===== src/hw/rtl/les_pkg.sv =====
// shared constants, widths and saturation helpers for the lorenz euler stepper
`timescale 1ns / 1ps
`default_nettype none

package les_pkg;

    localparam int Q_SHIFT   = 24;
    localparam int COORD_W   = 32;
    localparam int DT_W      = 25;
    localparam int D_W       = 40;
    localparam int D_HALF    = D_W / 2;
    localparam int DQ_W      = 46;
    localparam int ADV_W     = 43;
    localparam int MUL_W     = 34;
    localparam int PROD_W    = 2 * MUL_W;
    localparam int CFG_IDX_W = 3;

    localparam logic [DT_W-1:0] DT_MAX = 25'd16777216;

    localparam logic signed [COORD_W-1:0] SIGMA_RST = 32'sd134217728;
    localparam logic signed [COORD_W-1:0] BETA_RST  = 32'sd16777216;
    localparam logic signed [COORD_W-1:0] RHO_RST   = 32'sd251658240;
    localparam logic [DT_W-1:0]           DT_RST    = 25'd16777;
    localparam logic signed [COORD_W-1:0] SX_RST    = -32'sd8388608;
    localparam logic signed [COORD_W-1:0] SY_RST    = 32'sd1677722;
    localparam logic signed [COORD_W-1:0] SZ_RST    = 32'sd1677722;

    // register indexes of the configuration port
    localparam logic [CFG_IDX_W-1:0] CFG_SIGMA   = 3'd0;
    localparam logic [CFG_IDX_W-1:0] CFG_BETA    = 3'd1;
    localparam logic [CFG_IDX_W-1:0] CFG_RHO     = 3'd2;
    localparam logic [CFG_IDX_W-1:0] CFG_STEP    = 3'd3;
    localparam logic [CFG_IDX_W-1:0] CFG_START_X = 3'd4;
    localparam logic [CFG_IDX_W-1:0] CFG_START_Y = 3'd5;
    localparam logic [CFG_IDX_W-1:0] CFG_START_Z = 3'd6;

    localparam logic signed [DQ_W-1:0] D_MAX_Q = 46'sd549755813887;
    localparam logic signed [DQ_W-1:0] D_MIN_Q = -46'sd549755813888;

    localparam logic signed [ADV_W-1:0] C_MAX_Q = 43'sd2147483647;
    localparam logic signed [ADV_W-1:0] C_MIN_Q = -43'sd2147483648;

    typedef struct packed {
        logic                    ovf;
        logic signed [D_W-1:0]   val;
    } d_sat_t;

    typedef struct packed {
        logic                      ovf;
        logic signed [COORD_W-1:0] val;
    } c_sat_t;

    // clamp a derivative to signed q16.24
    function automatic d_sat_t sat_d(input logic signed [DQ_W-1:0] v);
        d_sat_t r;
        if (v > D_MAX_Q) begin
            r.ovf = 1'b1;
            r.val = D_MAX_Q[D_W-1:0];
        end else if (v < D_MIN_Q) begin
            r.ovf = 1'b1;
            r.val = D_MIN_Q[D_W-1:0];
        end else begin
            r.ovf = 1'b0;
            r.val = v[D_W-1:0];
        end
        return r;
    endfunction

    // clamp an advanced coordinate to signed 32 bits
    function automatic c_sat_t sat_c(input logic signed [ADV_W-1:0] v);
        c_sat_t r;
        if (v > C_MAX_Q) begin
            r.ovf = 1'b1;
            r.val = C_MAX_Q[COORD_W-1:0];
        end else if (v < C_MIN_Q) begin
            r.ovf = 1'b1;
            r.val = C_MIN_Q[COORD_W-1:0];
        end else begin
            r.ovf = 1'b0;
            r.val = v[COORD_W-1:0];
        end
        return r;
    endfunction

endpackage

`default_nettype wire


===== src/hw/rtl/lorenz_euler_stepper.sv =====
// lorenz attractor explicit euler stepper, signed q8.24, one shared multiplier
// restart tick: loads the start point and goes straight to the output hand-off
// step tick: ten products through the registered multiplier, then the hand-off;
// a new transfer is taken only back in idle; a held output register adds its wait
// synchronous active-low reset loads the default coefficients, dt and start point,
// and puts the position at the start point
`timescale 1ns / 1ps
`default_nettype none

module lorenz_euler_stepper (
    input  wire logic                                   aclk,
    input  wire logic                                   aresetn,
    // configuration write channel
    input  wire logic                                   cfg_valid,
    output logic                                        cfg_ready,
    input  wire logic [les_pkg::CFG_IDX_W-1:0]          cfg_index,
    input  wire logic [les_pkg::COORD_W-1:0]            cfg_data,
    // tick input
    input  wire logic                                   s_valid,
    output logic                                        s_ready,
    input  wire logic                                   s_restart,
    // point output
    output logic                                        m_valid,
    input  wire logic                                   m_ready,
    output logic signed [les_pkg::COORD_W-1:0]          m_x_out,
    output logic signed [les_pkg::COORD_W-1:0]          m_y_out,
    output logic signed [les_pkg::COORD_W-1:0]          m_z_out,
    output logic                                        m_saturated
);

    localparam int CW = les_pkg::COORD_W;
    localparam int MW = les_pkg::MUL_W;
    localparam int DW = les_pkg::D_W;
    localparam int DH = les_pkg::D_HALF;
    localparam int QW = les_pkg::DQ_W;
    localparam int AW = les_pkg::ADV_W;
    localparam int SUM_W = QW + DH;

    typedef enum logic [2:0] {
        ST_IDLE  = 3'b001,
        ST_CALC  = 3'b010,
        ST_WRITE = 3'b100
    } state_t;

    // multiplier schedule, product of one op is consumed at the next
    localparam logic [3:0] OP_SIG   = 4'd0;
    localparam logic [3:0] OP_RHO   = 4'd1;
    localparam logic [3:0] OP_XY    = 4'd2;
    localparam logic [3:0] OP_BETA  = 4'd3;
    localparam logic [3:0] OP_DX_HI = 4'd4;
    localparam logic [3:0] OP_DX_LO = 4'd5;
    localparam logic [3:0] OP_DY_HI = 4'd6;
    localparam logic [3:0] OP_DY_LO = 4'd7;
    localparam logic [3:0] OP_DZ_HI = 4'd8;
    localparam logic [3:0] OP_DZ_LO = 4'd9;
    localparam logic [3:0] OP_LAST  = 4'd10;

    state_t state_reg, state_next;
    logic [3:0] op_reg, op_next;

    logic signed [CW-1:0] sigma_reg, sigma_next;
    logic signed [CW-1:0] beta_reg, beta_next;
    logic signed [CW-1:0] rho_reg, rho_next;
    logic [les_pkg::DT_W-1:0] step_size_reg, step_size_next;
    logic signed [CW-1:0] start_x_reg, start_x_next;
    logic signed [CW-1:0] start_y_reg, start_y_next;
    logic signed [CW-1:0] start_z_reg, start_z_next;

    logic signed [CW-1:0] pos_x_reg, pos_x_next;
    logic signed [CW-1:0] pos_y_reg, pos_y_next;
    logic signed [CW-1:0] pos_z_reg, pos_z_next;
    logic sat_reg, sat_next;
    logic m_valid_reg, m_valid_next;

    logic signed [DW-1:0] dx_reg, dx_next;
    logic signed [DW-1:0] dy_reg, dy_next;
    logic signed [DW-1:0] dz_reg, dz_next;
    logic signed [QW-1:0] t_reg, t_next;
    logic signed [QW-1:0] hi_reg, hi_next;
    logic signed [CW-1:0] m_x_reg, m_x_next;
    logic signed [CW-1:0] m_y_reg, m_y_next;
    logic signed [CW-1:0] m_z_reg, m_z_next;
    logic m_sat_reg, m_sat_next;

    logic signed [MW-1:0] mul_a, mul_b;
    logic signed [les_pkg::PROD_W-1:0] mul_p;

    logic [les_pkg::DT_W-1:0] dt_eff;
    logic signed [CW:0] diff_yx, diff_rz;
    logic signed [QW-1:0] prod_q;
    logic signed [SUM_W-1:0] inc_sum;
    logic signed [CW-1:0] adv_coord;
    logic signed [AW-1:0] adv_val;
    les_pkg::d_sat_t d_res;
    les_pkg::c_sat_t c_res;
    logic s_xfer, m_xfer;

    les_mul u_mul (
        .aclk  (aclk),
        .mul_a (mul_a),
        .mul_b (mul_b),
        .mul_p (mul_p)
    );

    assign cfg_ready = 1'b1;
    assign s_ready   = (state_reg == ST_IDLE);
    assign s_xfer    = s_valid && s_ready;
    assign m_xfer    = m_valid_reg && m_ready;

    assign dt_eff  = (step_size_reg > les_pkg::DT_MAX) ? les_pkg::DT_MAX : step_size_reg;
    assign diff_yx = (CW+1)'(pos_y_reg) - (CW+1)'(pos_x_reg);
    assign diff_rz = (CW+1)'(rho_reg) - (CW+1)'(pos_z_reg);

    // floor shift of the product back to q.24
    assign prod_q  = QW'(mul_p >>> les_pkg::Q_SHIFT);
    assign inc_sum = $signed({hi_reg, {DH{1'b0}}}) + SUM_W'(mul_p);

    always_comb begin
        case (op_reg)
            OP_DZ_HI: adv_coord = pos_y_reg;
            OP_LAST:  adv_coord = pos_z_reg;
            default:  adv_coord = pos_x_reg;
        endcase
    end

    assign adv_val = AW'(inc_sum >>> les_pkg::Q_SHIFT) + AW'(adv_coord);
    assign c_res   = les_pkg::sat_c(adv_val);

    always_comb begin
        case (op_reg)
            OP_RHO:   d_res = les_pkg::sat_d(prod_q);
            OP_XY:    d_res = les_pkg::sat_d(prod_q - QW'(pos_y_reg));
            default:  d_res = les_pkg::sat_d(t_reg - prod_q);
        endcase
    end

    // operand select for the shared multiplier
    always_comb begin
        mul_a = '0;
        mul_b = '0;
        case (op_reg)
            OP_SIG: begin
                mul_a = MW'(sigma_reg);
                mul_b = MW'(diff_yx);
            end
            OP_RHO: begin
                mul_a = MW'(pos_x_reg);
                mul_b = MW'(diff_rz);
            end
            OP_XY: begin
                mul_a = MW'(pos_x_reg);
                mul_b = MW'(pos_y_reg);
            end
            OP_BETA: begin
                mul_a = MW'(beta_reg);
                mul_b = MW'(pos_z_reg);
            end
            OP_DX_HI: begin
                mul_a = $signed(MW'(dt_eff));
                mul_b = MW'($signed(dx_reg[DW-1:DH]));
            end
            OP_DX_LO: begin
                mul_a = $signed(MW'(dt_eff));
                mul_b = $signed(MW'(dx_reg[DH-1:0]));
            end
            OP_DY_HI: begin
                mul_a = $signed(MW'(dt_eff));
                mul_b = MW'($signed(dy_reg[DW-1:DH]));
            end
            OP_DY_LO: begin
                mul_a = $signed(MW'(dt_eff));
                mul_b = $signed(MW'(dy_reg[DH-1:0]));
            end
            OP_DZ_HI: begin
                mul_a = $signed(MW'(dt_eff));
                mul_b = MW'($signed(dz_reg[DW-1:DH]));
            end
            OP_DZ_LO: begin
                mul_a = $signed(MW'(dt_eff));
                mul_b = $signed(MW'(dz_reg[DH-1:0]));
            end
            default: begin
                mul_a = '0;
                mul_b = '0;
            end
        endcase
    end

    always_comb begin
        state_next     = state_reg;
        op_next        = op_reg;
        sigma_next     = sigma_reg;
        beta_next      = beta_reg;
        rho_next       = rho_reg;
        step_size_next = step_size_reg;
        start_x_next   = start_x_reg;
        start_y_next   = start_y_reg;
        start_z_next   = start_z_reg;
        pos_x_next     = pos_x_reg;
        pos_y_next     = pos_y_reg;
        pos_z_next     = pos_z_reg;
        sat_next       = sat_reg;
        m_valid_next   = m_valid_reg;
        dx_next        = dx_reg;
        dy_next        = dy_reg;
        dz_next        = dz_reg;
        t_next         = t_reg;
        hi_next        = hi_reg;
        m_x_next       = m_x_reg;
        m_y_next       = m_y_reg;
        m_z_next       = m_z_reg;
        m_sat_next     = m_sat_reg;

        if (cfg_valid) begin
            case (cfg_index)
                les_pkg::CFG_SIGMA:   sigma_next     = $signed(cfg_data);
                les_pkg::CFG_BETA:    beta_next      = $signed(cfg_data);
                les_pkg::CFG_RHO:     rho_next       = $signed(cfg_data);
                les_pkg::CFG_STEP:    step_size_next = cfg_data[les_pkg::DT_W-1:0];
                les_pkg::CFG_START_X: start_x_next   = $signed(cfg_data);
                les_pkg::CFG_START_Y: start_y_next   = $signed(cfg_data);
                les_pkg::CFG_START_Z: start_z_next   = $signed(cfg_data);
                default: ;
            endcase
        end

        if (m_xfer) begin
            m_valid_next = 1'b0;
        end

        case (state_reg)
            ST_IDLE: begin
                if (s_xfer) begin
                    sat_next = 1'b0;
                    op_next  = OP_SIG;
                    if (s_restart) begin
                        pos_x_next = start_x_reg;
                        pos_y_next = start_y_reg;
                        pos_z_next = start_z_reg;
                        state_next = ST_WRITE;
                    end else begin
                        state_next = ST_CALC;
                    end
                end
            end
            ST_CALC: begin
                op_next = op_reg + 4'd1;
                case (op_reg)
                    OP_RHO: begin
                        dx_next  = d_res.val;
                        sat_next = sat_reg | d_res.ovf;
                    end
                    OP_XY: begin
                        dy_next  = d_res.val;
                        sat_next = sat_reg | d_res.ovf;
                    end
                    OP_BETA: begin
                        t_next = prod_q;
                    end
                    OP_DX_HI: begin
                        dz_next  = d_res.val;
                        sat_next = sat_reg | d_res.ovf;
                    end
                    OP_DX_LO, OP_DY_LO, OP_DZ_LO: begin
                        hi_next = mul_p[QW-1:0];
                    end
                    OP_DY_HI: begin
                        pos_x_next = c_res.val;
                        sat_next   = sat_reg | c_res.ovf;
                    end
                    OP_DZ_HI: begin
                        pos_y_next = c_res.val;
                        sat_next   = sat_reg | c_res.ovf;
                    end
                    OP_LAST: begin
                        pos_z_next = c_res.val;
                        sat_next   = sat_reg | c_res.ovf;
                        state_next = ST_WRITE;
                    end
                    default: ;
                endcase
            end
            ST_WRITE: begin
                // wait for the output register to free up
                if (!m_valid_reg || m_ready) begin
                    m_x_next     = pos_x_reg;
                    m_y_next     = pos_y_reg;
                    m_z_next     = pos_z_reg;
                    m_sat_next   = sat_reg;
                    m_valid_next = 1'b1;
                    state_next   = ST_IDLE;
                end
            end
            default: begin
                state_next = ST_IDLE;
            end
        endcase
    end

    always_ff @(posedge aclk) begin
        if (!aresetn) begin
            state_reg     <= ST_IDLE;
            op_reg        <= OP_SIG;
            sigma_reg     <= les_pkg::SIGMA_RST;
            beta_reg      <= les_pkg::BETA_RST;
            rho_reg       <= les_pkg::RHO_RST;
            step_size_reg <= les_pkg::DT_RST;
            start_x_reg   <= les_pkg::SX_RST;
            start_y_reg   <= les_pkg::SY_RST;
            start_z_reg   <= les_pkg::SZ_RST;
            pos_x_reg     <= les_pkg::SX_RST;
            pos_y_reg     <= les_pkg::SY_RST;
            pos_z_reg     <= les_pkg::SZ_RST;
            sat_reg       <= 1'b0;
            m_valid_reg   <= 1'b0;
        end else begin
            state_reg     <= state_next;
            op_reg        <= op_next;
            sigma_reg     <= sigma_next;
            beta_reg      <= beta_next;
            rho_reg       <= rho_next;
            step_size_reg <= step_size_next;
            start_x_reg   <= start_x_next;
            start_y_reg   <= start_y_next;
            start_z_reg   <= start_z_next;
            pos_x_reg     <= pos_x_next;
            pos_y_reg     <= pos_y_next;
            pos_z_reg     <= pos_z_next;
            sat_reg       <= sat_next;
            m_valid_reg   <= m_valid_next;
        end
    end

    always_ff @(posedge aclk) begin
        dx_reg    <= dx_next;
        dy_reg    <= dy_next;
        dz_reg    <= dz_next;
        t_reg     <= t_next;
        hi_reg    <= hi_next;
        m_x_reg   <= m_x_next;
        m_y_reg   <= m_y_next;
        m_z_reg   <= m_z_next;
        m_sat_reg <= m_sat_next;
    end

    assign m_valid     = m_valid_reg;
    assign m_x_out     = m_x_reg;
    assign m_y_out     = m_y_reg;
    assign m_z_out     = m_z_reg;
    assign m_saturated = m_sat_reg;

    // a transfer in always leaves the block busy on the next cycle
    a_busy_after_xfer: assert property (@(posedge aclk) disable iff (!aresetn)
        s_xfer |=> !s_ready)
        else $error("input taken while a tick is in work");

    // a restart goes straight to the output hand-off with a clear flag
    a_restart_path: assert property (@(posedge aclk) disable iff (!aresetn)
        (s_xfer && s_restart) |=> (state_reg == ST_WRITE) && !sat_reg)
        else $error("restart tick did not go to hand-off");

    // a new result appears only out of the hand-off state
    a_result_source: assert property (@(posedge aclk) disable iff (!aresetn)
        (m_valid_reg && !$past(m_valid_reg)) |-> $past(state_reg == ST_WRITE))
        else $error("result raised outside hand-off");

    // the multiplier schedule never runs past its last op
    a_op_range: assert property (@(posedge aclk) disable iff (!aresetn)
        (state_reg == ST_CALC) |-> (op_reg <= OP_LAST))
        else $error("op counter out of range");

endmodule

`default_nettype wire


===== src/hw/rtl/les_mul.sv =====
// shared signed multiplier with a registered product
`timescale 1ns / 1ps
`default_nettype none

module les_mul (
    input  wire logic                                  aclk,
    input  wire logic signed [les_pkg::MUL_W-1:0]      mul_a,
    input  wire logic signed [les_pkg::MUL_W-1:0]      mul_b,
    output logic signed [les_pkg::PROD_W-1:0]          mul_p
);

    logic signed [les_pkg::PROD_W-1:0] prod_reg;
    logic signed [les_pkg::PROD_W-1:0] prod_next;

    assign prod_next = les_pkg::PROD_W'(mul_a) * les_pkg::PROD_W'(mul_b);

    always_ff @(posedge aclk) begin
        prod_reg <= prod_next;
    end

    assign mul_p = prod_reg;

endmodule

`default_nettype wire


===== config.mk =====
export PLATFORM = sky130hd
export DESIGN_NAME = lorenz_euler_stepper
export DESIGN_NICKNAME = d
export VERILOG_FILES = /design/src/hw/rtl/les_pkg.sv /design/src/hw/rtl/lorenz_euler_stepper.sv /design/src/hw/rtl/les_mul.sv
export SDC_FILE = /design/constraint.sdc
export NUM_CORES = 2
export LEC_CHECK = 0
export ABC_AREA = 1
export ABC_CLOCK_PERIOD_IN_PS = 9700
export BUFFER_PORTS_ARGS = -buffer_cell sky130_fd_sc_hd__buf_2
export CORE_MARGIN = 3
export CORE_UTILIZATION = 55
export DETAILED_ROUTE_END_ITERATION = 7
export MAX_ROUTING_LAYER = met4
export PLACE_DENSITY = 0.74
export SYNTH_ARGS = -nofsm -noshare
export SYNTH_HDL_FRONTEND = slang
export SYNTH_HIERARCHICAL = 1
export SYNTH_SLANG_ARGS = --single-unit

===== constraint.sdc =====
create_clock -name aclk -period 9.7 [get_ports aclk]
set_input_delay 0.485 -clock aclk [delete_from_list [all_inputs] [get_ports aclk]]
set_output_delay 0.485 -clock aclk [all_outputs]
set_load 0.1 [all_outputs]

### Word-level counts from Yosys, hierarchy flattened

Index checks and enable logic that the tools add are counted.

| operators by class | value |
|---|---|
| $add $sub $neg | 7 |
| multiply operators | 1 |
| div/mod/pow operators | 0 |
| magnitude comparators | 9 |
| equal/unequal tests | 26 |
| shift operators | 0 |
| muxes and demuxes | 38 |
| bitwise gates (word level) | 2 |
| reductions and logical operators | 31 |

Operator list:

| operator | count |
|---|---|
| $pmux 34 s10 | 1 |
| $mux 32 | 9 |
| $pmux 32 s2 | 4 |
| $mux 41 | 6 |
| $pmux 34 s4 | 1 |
| $gt 45x40->1 const B | 2 |
| $lt 45x40->1 const B | 2 |
| $pmux 41 s2 | 1 |
| $mul 34x34->68 | 1 |
| $add 66x66->66 | 1 |
| $mux 33 | 2 |
| $sub 32x32->33 | 2 |
| $sub 44x32->45 | 1 |
| $sub 44x44->45 | 1 |
| $gt 44x40->1 const B | 1 |
| $lt 44x40->1 const B | 1 |
| $add 42x32->43 | 1 |
| $gt 43x32->1 const B | 1 |
| $lt 43x32->1 const B | 1 |
| $reduce_and 2->1 | 14 |
| $gt 25x25->1 const B | 1 |
| $mux 25 | 1 |
| $eq 4x3->1 const B | 4 |
| $eq 3x3->1 const B | 4 |
| other kinds (27) | 51 |

| word-level totals | value |
|---|---|
| register bits after elaboration | 697 |
| latch bits | 0 |
| memory bits (writable) | 0 |
| ROM bits | 0 |
| input bits | 41 |
| output and inout bits | 100 |
| memories | 0 |

### Logic depth before layout (Yosys ltp)

| depth | value |
|---|---|
| depth in word-level cells | 9 |
| depth in mapped cells | 53 |

### Modules after synthesis

The synthesis kept the hierarchy.

By module, submodules not included:

| module | instances | cells an instance | area each (um^2) | seq. area each (um^2) |
|---|---|---|---|---|
| les_mul | 1 | 6077 | 46515.9 | 1361.3 |
| lorenz_euler_stepper | 1 | 5586 | 40983.1 | 15665.0 |

### Least setup slack after synthesis

OpenSTA, ideal clock, no wires.

| path | value |
|---|---|
| path kind | flip-flop to flip-flop |
| start | register pos_x_reg[2] |
| end | register u_mul.prod_reg (netlist bit u_mul/mul_p[65]) |
| library setup time | 0.112 ns |
| arrival | 9.040 ns |
| data required time | 9.588 ns |
| path slack | 0.548 ns |
| cell stages (with the launch flop) | 40 |
| path buffers | 2 |
| period minus slack after synthesis | 9.152 ns |
| cells stage by stage | dfxtp_1 > inv_1 > ha_1 > nand3_1 > nand2_1 > nand2_1 > nand2_1 > a21oi_1 > o21ai_0 > a31oi_1 > or2_2 > nand3_1 > o2111ai_1 > clkbuf_1 > clkbuf_1 > nand2_1 > inv_1 > fa_1 > [... 4 more ...] > fa_1 > inv_1 > fa_1 > fa_1 > fa_1 > fa_1 > inv_1 > ha_1 > a21oi_1 > nor2_1 > nor2_1 > o21ai_0 > nand2_1 > nand2_1 > a21oi_1 > nand2_1 > nand2_1 > nand2_1 |

| between the ends | value |
|---|---|
| word-level cells in the longest chain between the ends | 3 |
| elaborated cells on any way between the ends | 4 |
| those cells by class | add/sub: 1; mul: 1; mux: 2 |

Ends and longest elaborated chain:

| what | line | RTL |
|---|---|---|
| start, declared | lorenz_euler_stepper.sv:69 | `logic signed [CW-1:0] pos_x_reg, pos_x_next;` |
| start signal, assigned | lorenz_euler_stepper.sv:311 | `pos_x_reg <= les_pkg::SX_RST;` |
| start signal, assigned | lorenz_euler_stepper.sv:326 | `pos_x_reg <= pos_x_next;` |
| $sub 32x32->33 | lorenz_euler_stepper.sv:111 | `assign diff_yx = (CW+1)'(pos_y_reg) - (CW+1)'(pos_x_reg);` |
| $pmux 34 s10 | lorenz_euler_stepper.sv:141 | `case (op_reg)` |
| via mul_b[9] | lorenz_euler_stepper.sv:85 | `logic signed [MW-1:0] mul_a, mul_b;` |
| $mul 34x34->68 | les_mul.sv:15 | `assign prod_next = les_pkg::PROD_W'(mul_a) * les_pkg::PROD_W'(mul_b);` |
| via u_mul.prod_next, one bit | les_mul.sv:13 | `logic signed [les_pkg::PROD_W-1:0] prod_next;` |
| end signal, assigned | les_mul.sv:18 | `prod_reg <= prod_next;` |
| end, declared | les_mul.sv:12 | `logic signed [les_pkg::PROD_W-1:0] prod_reg;` |

The timed path passes the listed nets, and every way through them passes these cells.
A chain may end at the register's enable or synchronous reset.

### Worst setup path in the final report

| path | value |
|---|---|
| start | register pos_x_reg[5] |
| end | register u_mul.prod_reg (netlist bit u_mul/mul_p[36]) |

Same word-level chain as after synthesis.

==> run summary <==
outcome - complete, no violations
max FFs per register - 68
CTS Sinks - 697
Crit path required time - 10.26 ns
fin nets - 13746
GPL Wtd Cong - 1.112
most frequent CP cell - fa_1
Wirelength per Cell - 25.22 µm
final core area utilization - 62.65%
Root Buffer - clkbuf_16
Synth top area share - 28.51%
Slew @ Worst Pin - 1.386 ns
Worst EP arrival - 10.19 ns
Clock Tree Buf Depth - 3
Max Clk Rate - 103.9 MHz
Tot GR Track Use - 44.88%
Synth Register Bits - 697
Core Region - 157100 µm²
mapped cell area - 87500 µm²
crit path time final - 9.627 ns
setup ws final - 0.07271 ns
Netlist cell types - 67
P&R area growth vs syn - 12.50%
cts bufs inserted - 74
highest net fanout along the worst path - 12
drt via density - 5.740
YS warnings - 6
Site Rows - 145
Post-synth EDFFs - 307
dominant synthesized flop cell - dfxtp_1
placed cell area - 94720 µm²
clock latency on the worst-skew pair - 0.75 ns
cts hold-fix bufs - 0
crit share post-route - 99.25%
Ports - 141
routed vias - 81215
Post-Syn Area per Cell - 7.502 µm²
CP Launch Type - flop
first-pass GRT wire length - 525300 µm
post-DP HPWL - 290700 µm
ratio of cells with drive above 1 in the final layout - 10.59%
max cap viols - 0
Yosys top cell by area - fa_1
FFs w/ async S/R, synth - 0%
DR pass1 iterations - 6
HP Class - in -> reg
grt ovf - 0
critical path type - reg -> reg
Worst-path clk slew - 0.07 ns
Final setup viols - 0
CP max stage cell - ha_1
RSZ-0062 raised after global routing - true
Die Area - 163900 µm²
critical path endpoint category - flop
largest cells by area after synthesis - fa_1 (29%), nand2_1 (13%), inv_1 (12%)
DIE HEIGHT - 404.9 µm
Cells after Synth - 11663
port bufs - 139
placed insts - 13976
initial antenna violation count - 27
CP max stage delay - 0.56 ns
Initial DRC Count - 10179
ANT nets after route - 0
largest net degree at the start of global routing - 117
Post-Syn Nets - 13396
final non-filler cell total - 14150
vias in the first global route - 82331
Final Cell Area - 98430 µm²
CTS H-Tree Depth - 3
Filler cells - 13752
Final Hold Viols - 0
relative slew slack - 7.487%
residual DRC count - 0
Slew Limit Fails - 0
post-place setup slack - -0.3103 ns
Starting Density - 55.69%
clk_skew - 0.07834 ns
CTS tree - yes
die width - 404.9 µm
Total Routed Length - 356800 µm
sequential fraction of the synthesis area - 19.46%
## final timing paths
path	slack, ns	start	endpoint	cells past startpoint
min	0.08	m_ready	m_valid	4
max reg2reg	0.07	pos_x_reg[5]	u_mul/mul_p[36]	38
min reg2reg	0.40	u_mul/mul_p[17]	hi_reg[17]	0
max	0.07	pos_x_reg[5]	u_mul/mul_p[36]	38
## through the flow
| step | hold slack (ns) | TNS [ns] |
|---|---|---|
| after CTS | 0.07048 | 0 |
| after floorplan | 0.3855 | 0 |
| after detailed placement | 0.3896 | -6.096 |
| after global routing | 0.09443 | -1.598 |
| after global placement | 0.3868 | -5.056 |
| final | 0.07740 | 0 |
## placed cells by master (no fill, tap or decap), types with 74 or more instances in the layout
cell,Yosys,layout
nand3_1,289,273
nor2_1,797,755
o21ai_0,480,464
clkbuf_16,0,77
xnor2_1,77,77
buf_4,7,510
ha_1,446,411
nand4_1,74,74
nand2_1,2991,2965
buf_2,9,138
dfxtp_1,390,381
xor2_1,117,115
inv_1,2859,2842
fa_1,1246,1227
edfxtp_1,307,307
a21oi_1,523,488
## critical path, delay by kind of cell (launching register included)
family | cells | cell delay (ns)
and+or+nand+nor | 9 | 1.19
buffers and inverters | 12 | 1.52
xor gates and xnor gates | 1 | 0.30
DFF | 1 | 0.47
AOI/OAI and AO/OA | 6 | 0.98
adders and majority gates | 10 | 4.95
## metal layers
layer  global-route usage (%)  wire (µm)  up-vias
li1                         -          -    35768
met1                    54.56     130300    39113
met2                    67.49     157000     4938
met3                    9.985      39030     1396
met4                    29.37      30500        0
met5                        -          0        -
## final cells by class
cell class,count,area [µm²],area share [%]
diodes,18,45.04,0.04576
clock buffers,97,2031,2.063
clock inverters,40,516.7,0.5250
inverters,2872,10810,10.98
multi-input cells,7636,59320,60.26
flip-flops and latches,697,17040,17.31
well taps,2058,2575,2.616
repair buffers,732,6101,6.198
## repair_timing
item / in CTS / in global routing
buffers inserted: 0 / 17
endpoints found under the setup margin: 46 / 48
hold endpoints to repair: 0 / 0
pin swaps: 1 / 28
gates cloned: 0 / 2
resized for setup: 19 / 240
## logic make-up (layout without fill, tap and decap cells)
| logic type | count (synthesis) | in the layout | synth area share [%] |
|---|---|---|---|
| xor+xnor | 194 | 194 | 1.942 |
| buf+inv | 3330 | 3741 | 14.48 |
| fa+ha+maj | 1692 | 1692 | 34.89 |
| simple gates | 4356 | 4356 | 19.98 |
| flops | 697 | 697 | 19.46 |
| other cells | 1 | 19 | 0.004286 |
| compound gates | 1393 | 1393 | 9.245 |
## synthesized netlist by cell type (34+ instances only)
| master | n |
|---|---|
| a21oi_1 | 523 |
| xor2_1 | 117 |
| nand2_1 | 2991 |
| a31oi_1 | 34 |
| edfxtp_1 | 307 |
| ha_1 | 446 |
| o21ai_0 | 480 |
| nand3_1 | 289 |
| o2111ai_1 | 62 |
| o211ai_1 | 54 |
| clkbuf_1 | 416 |
| nor3_1 | 41 |
| nand2_2 | 42 |
| nand4_1 | 74 |
| xnor2_1 | 77 |
| o221ai_1 | 45 |
| fa_1 | 1246 |
| inv_1 | 2859 |
| a221oi_1 | 38 |
| nor2_1 | 797 |
| dfxtp_1 | 390 |
Power is left out: the tool's default activity adds up to more than one toggle a clock period on the data nets, which glitch-free logic cannot reach.
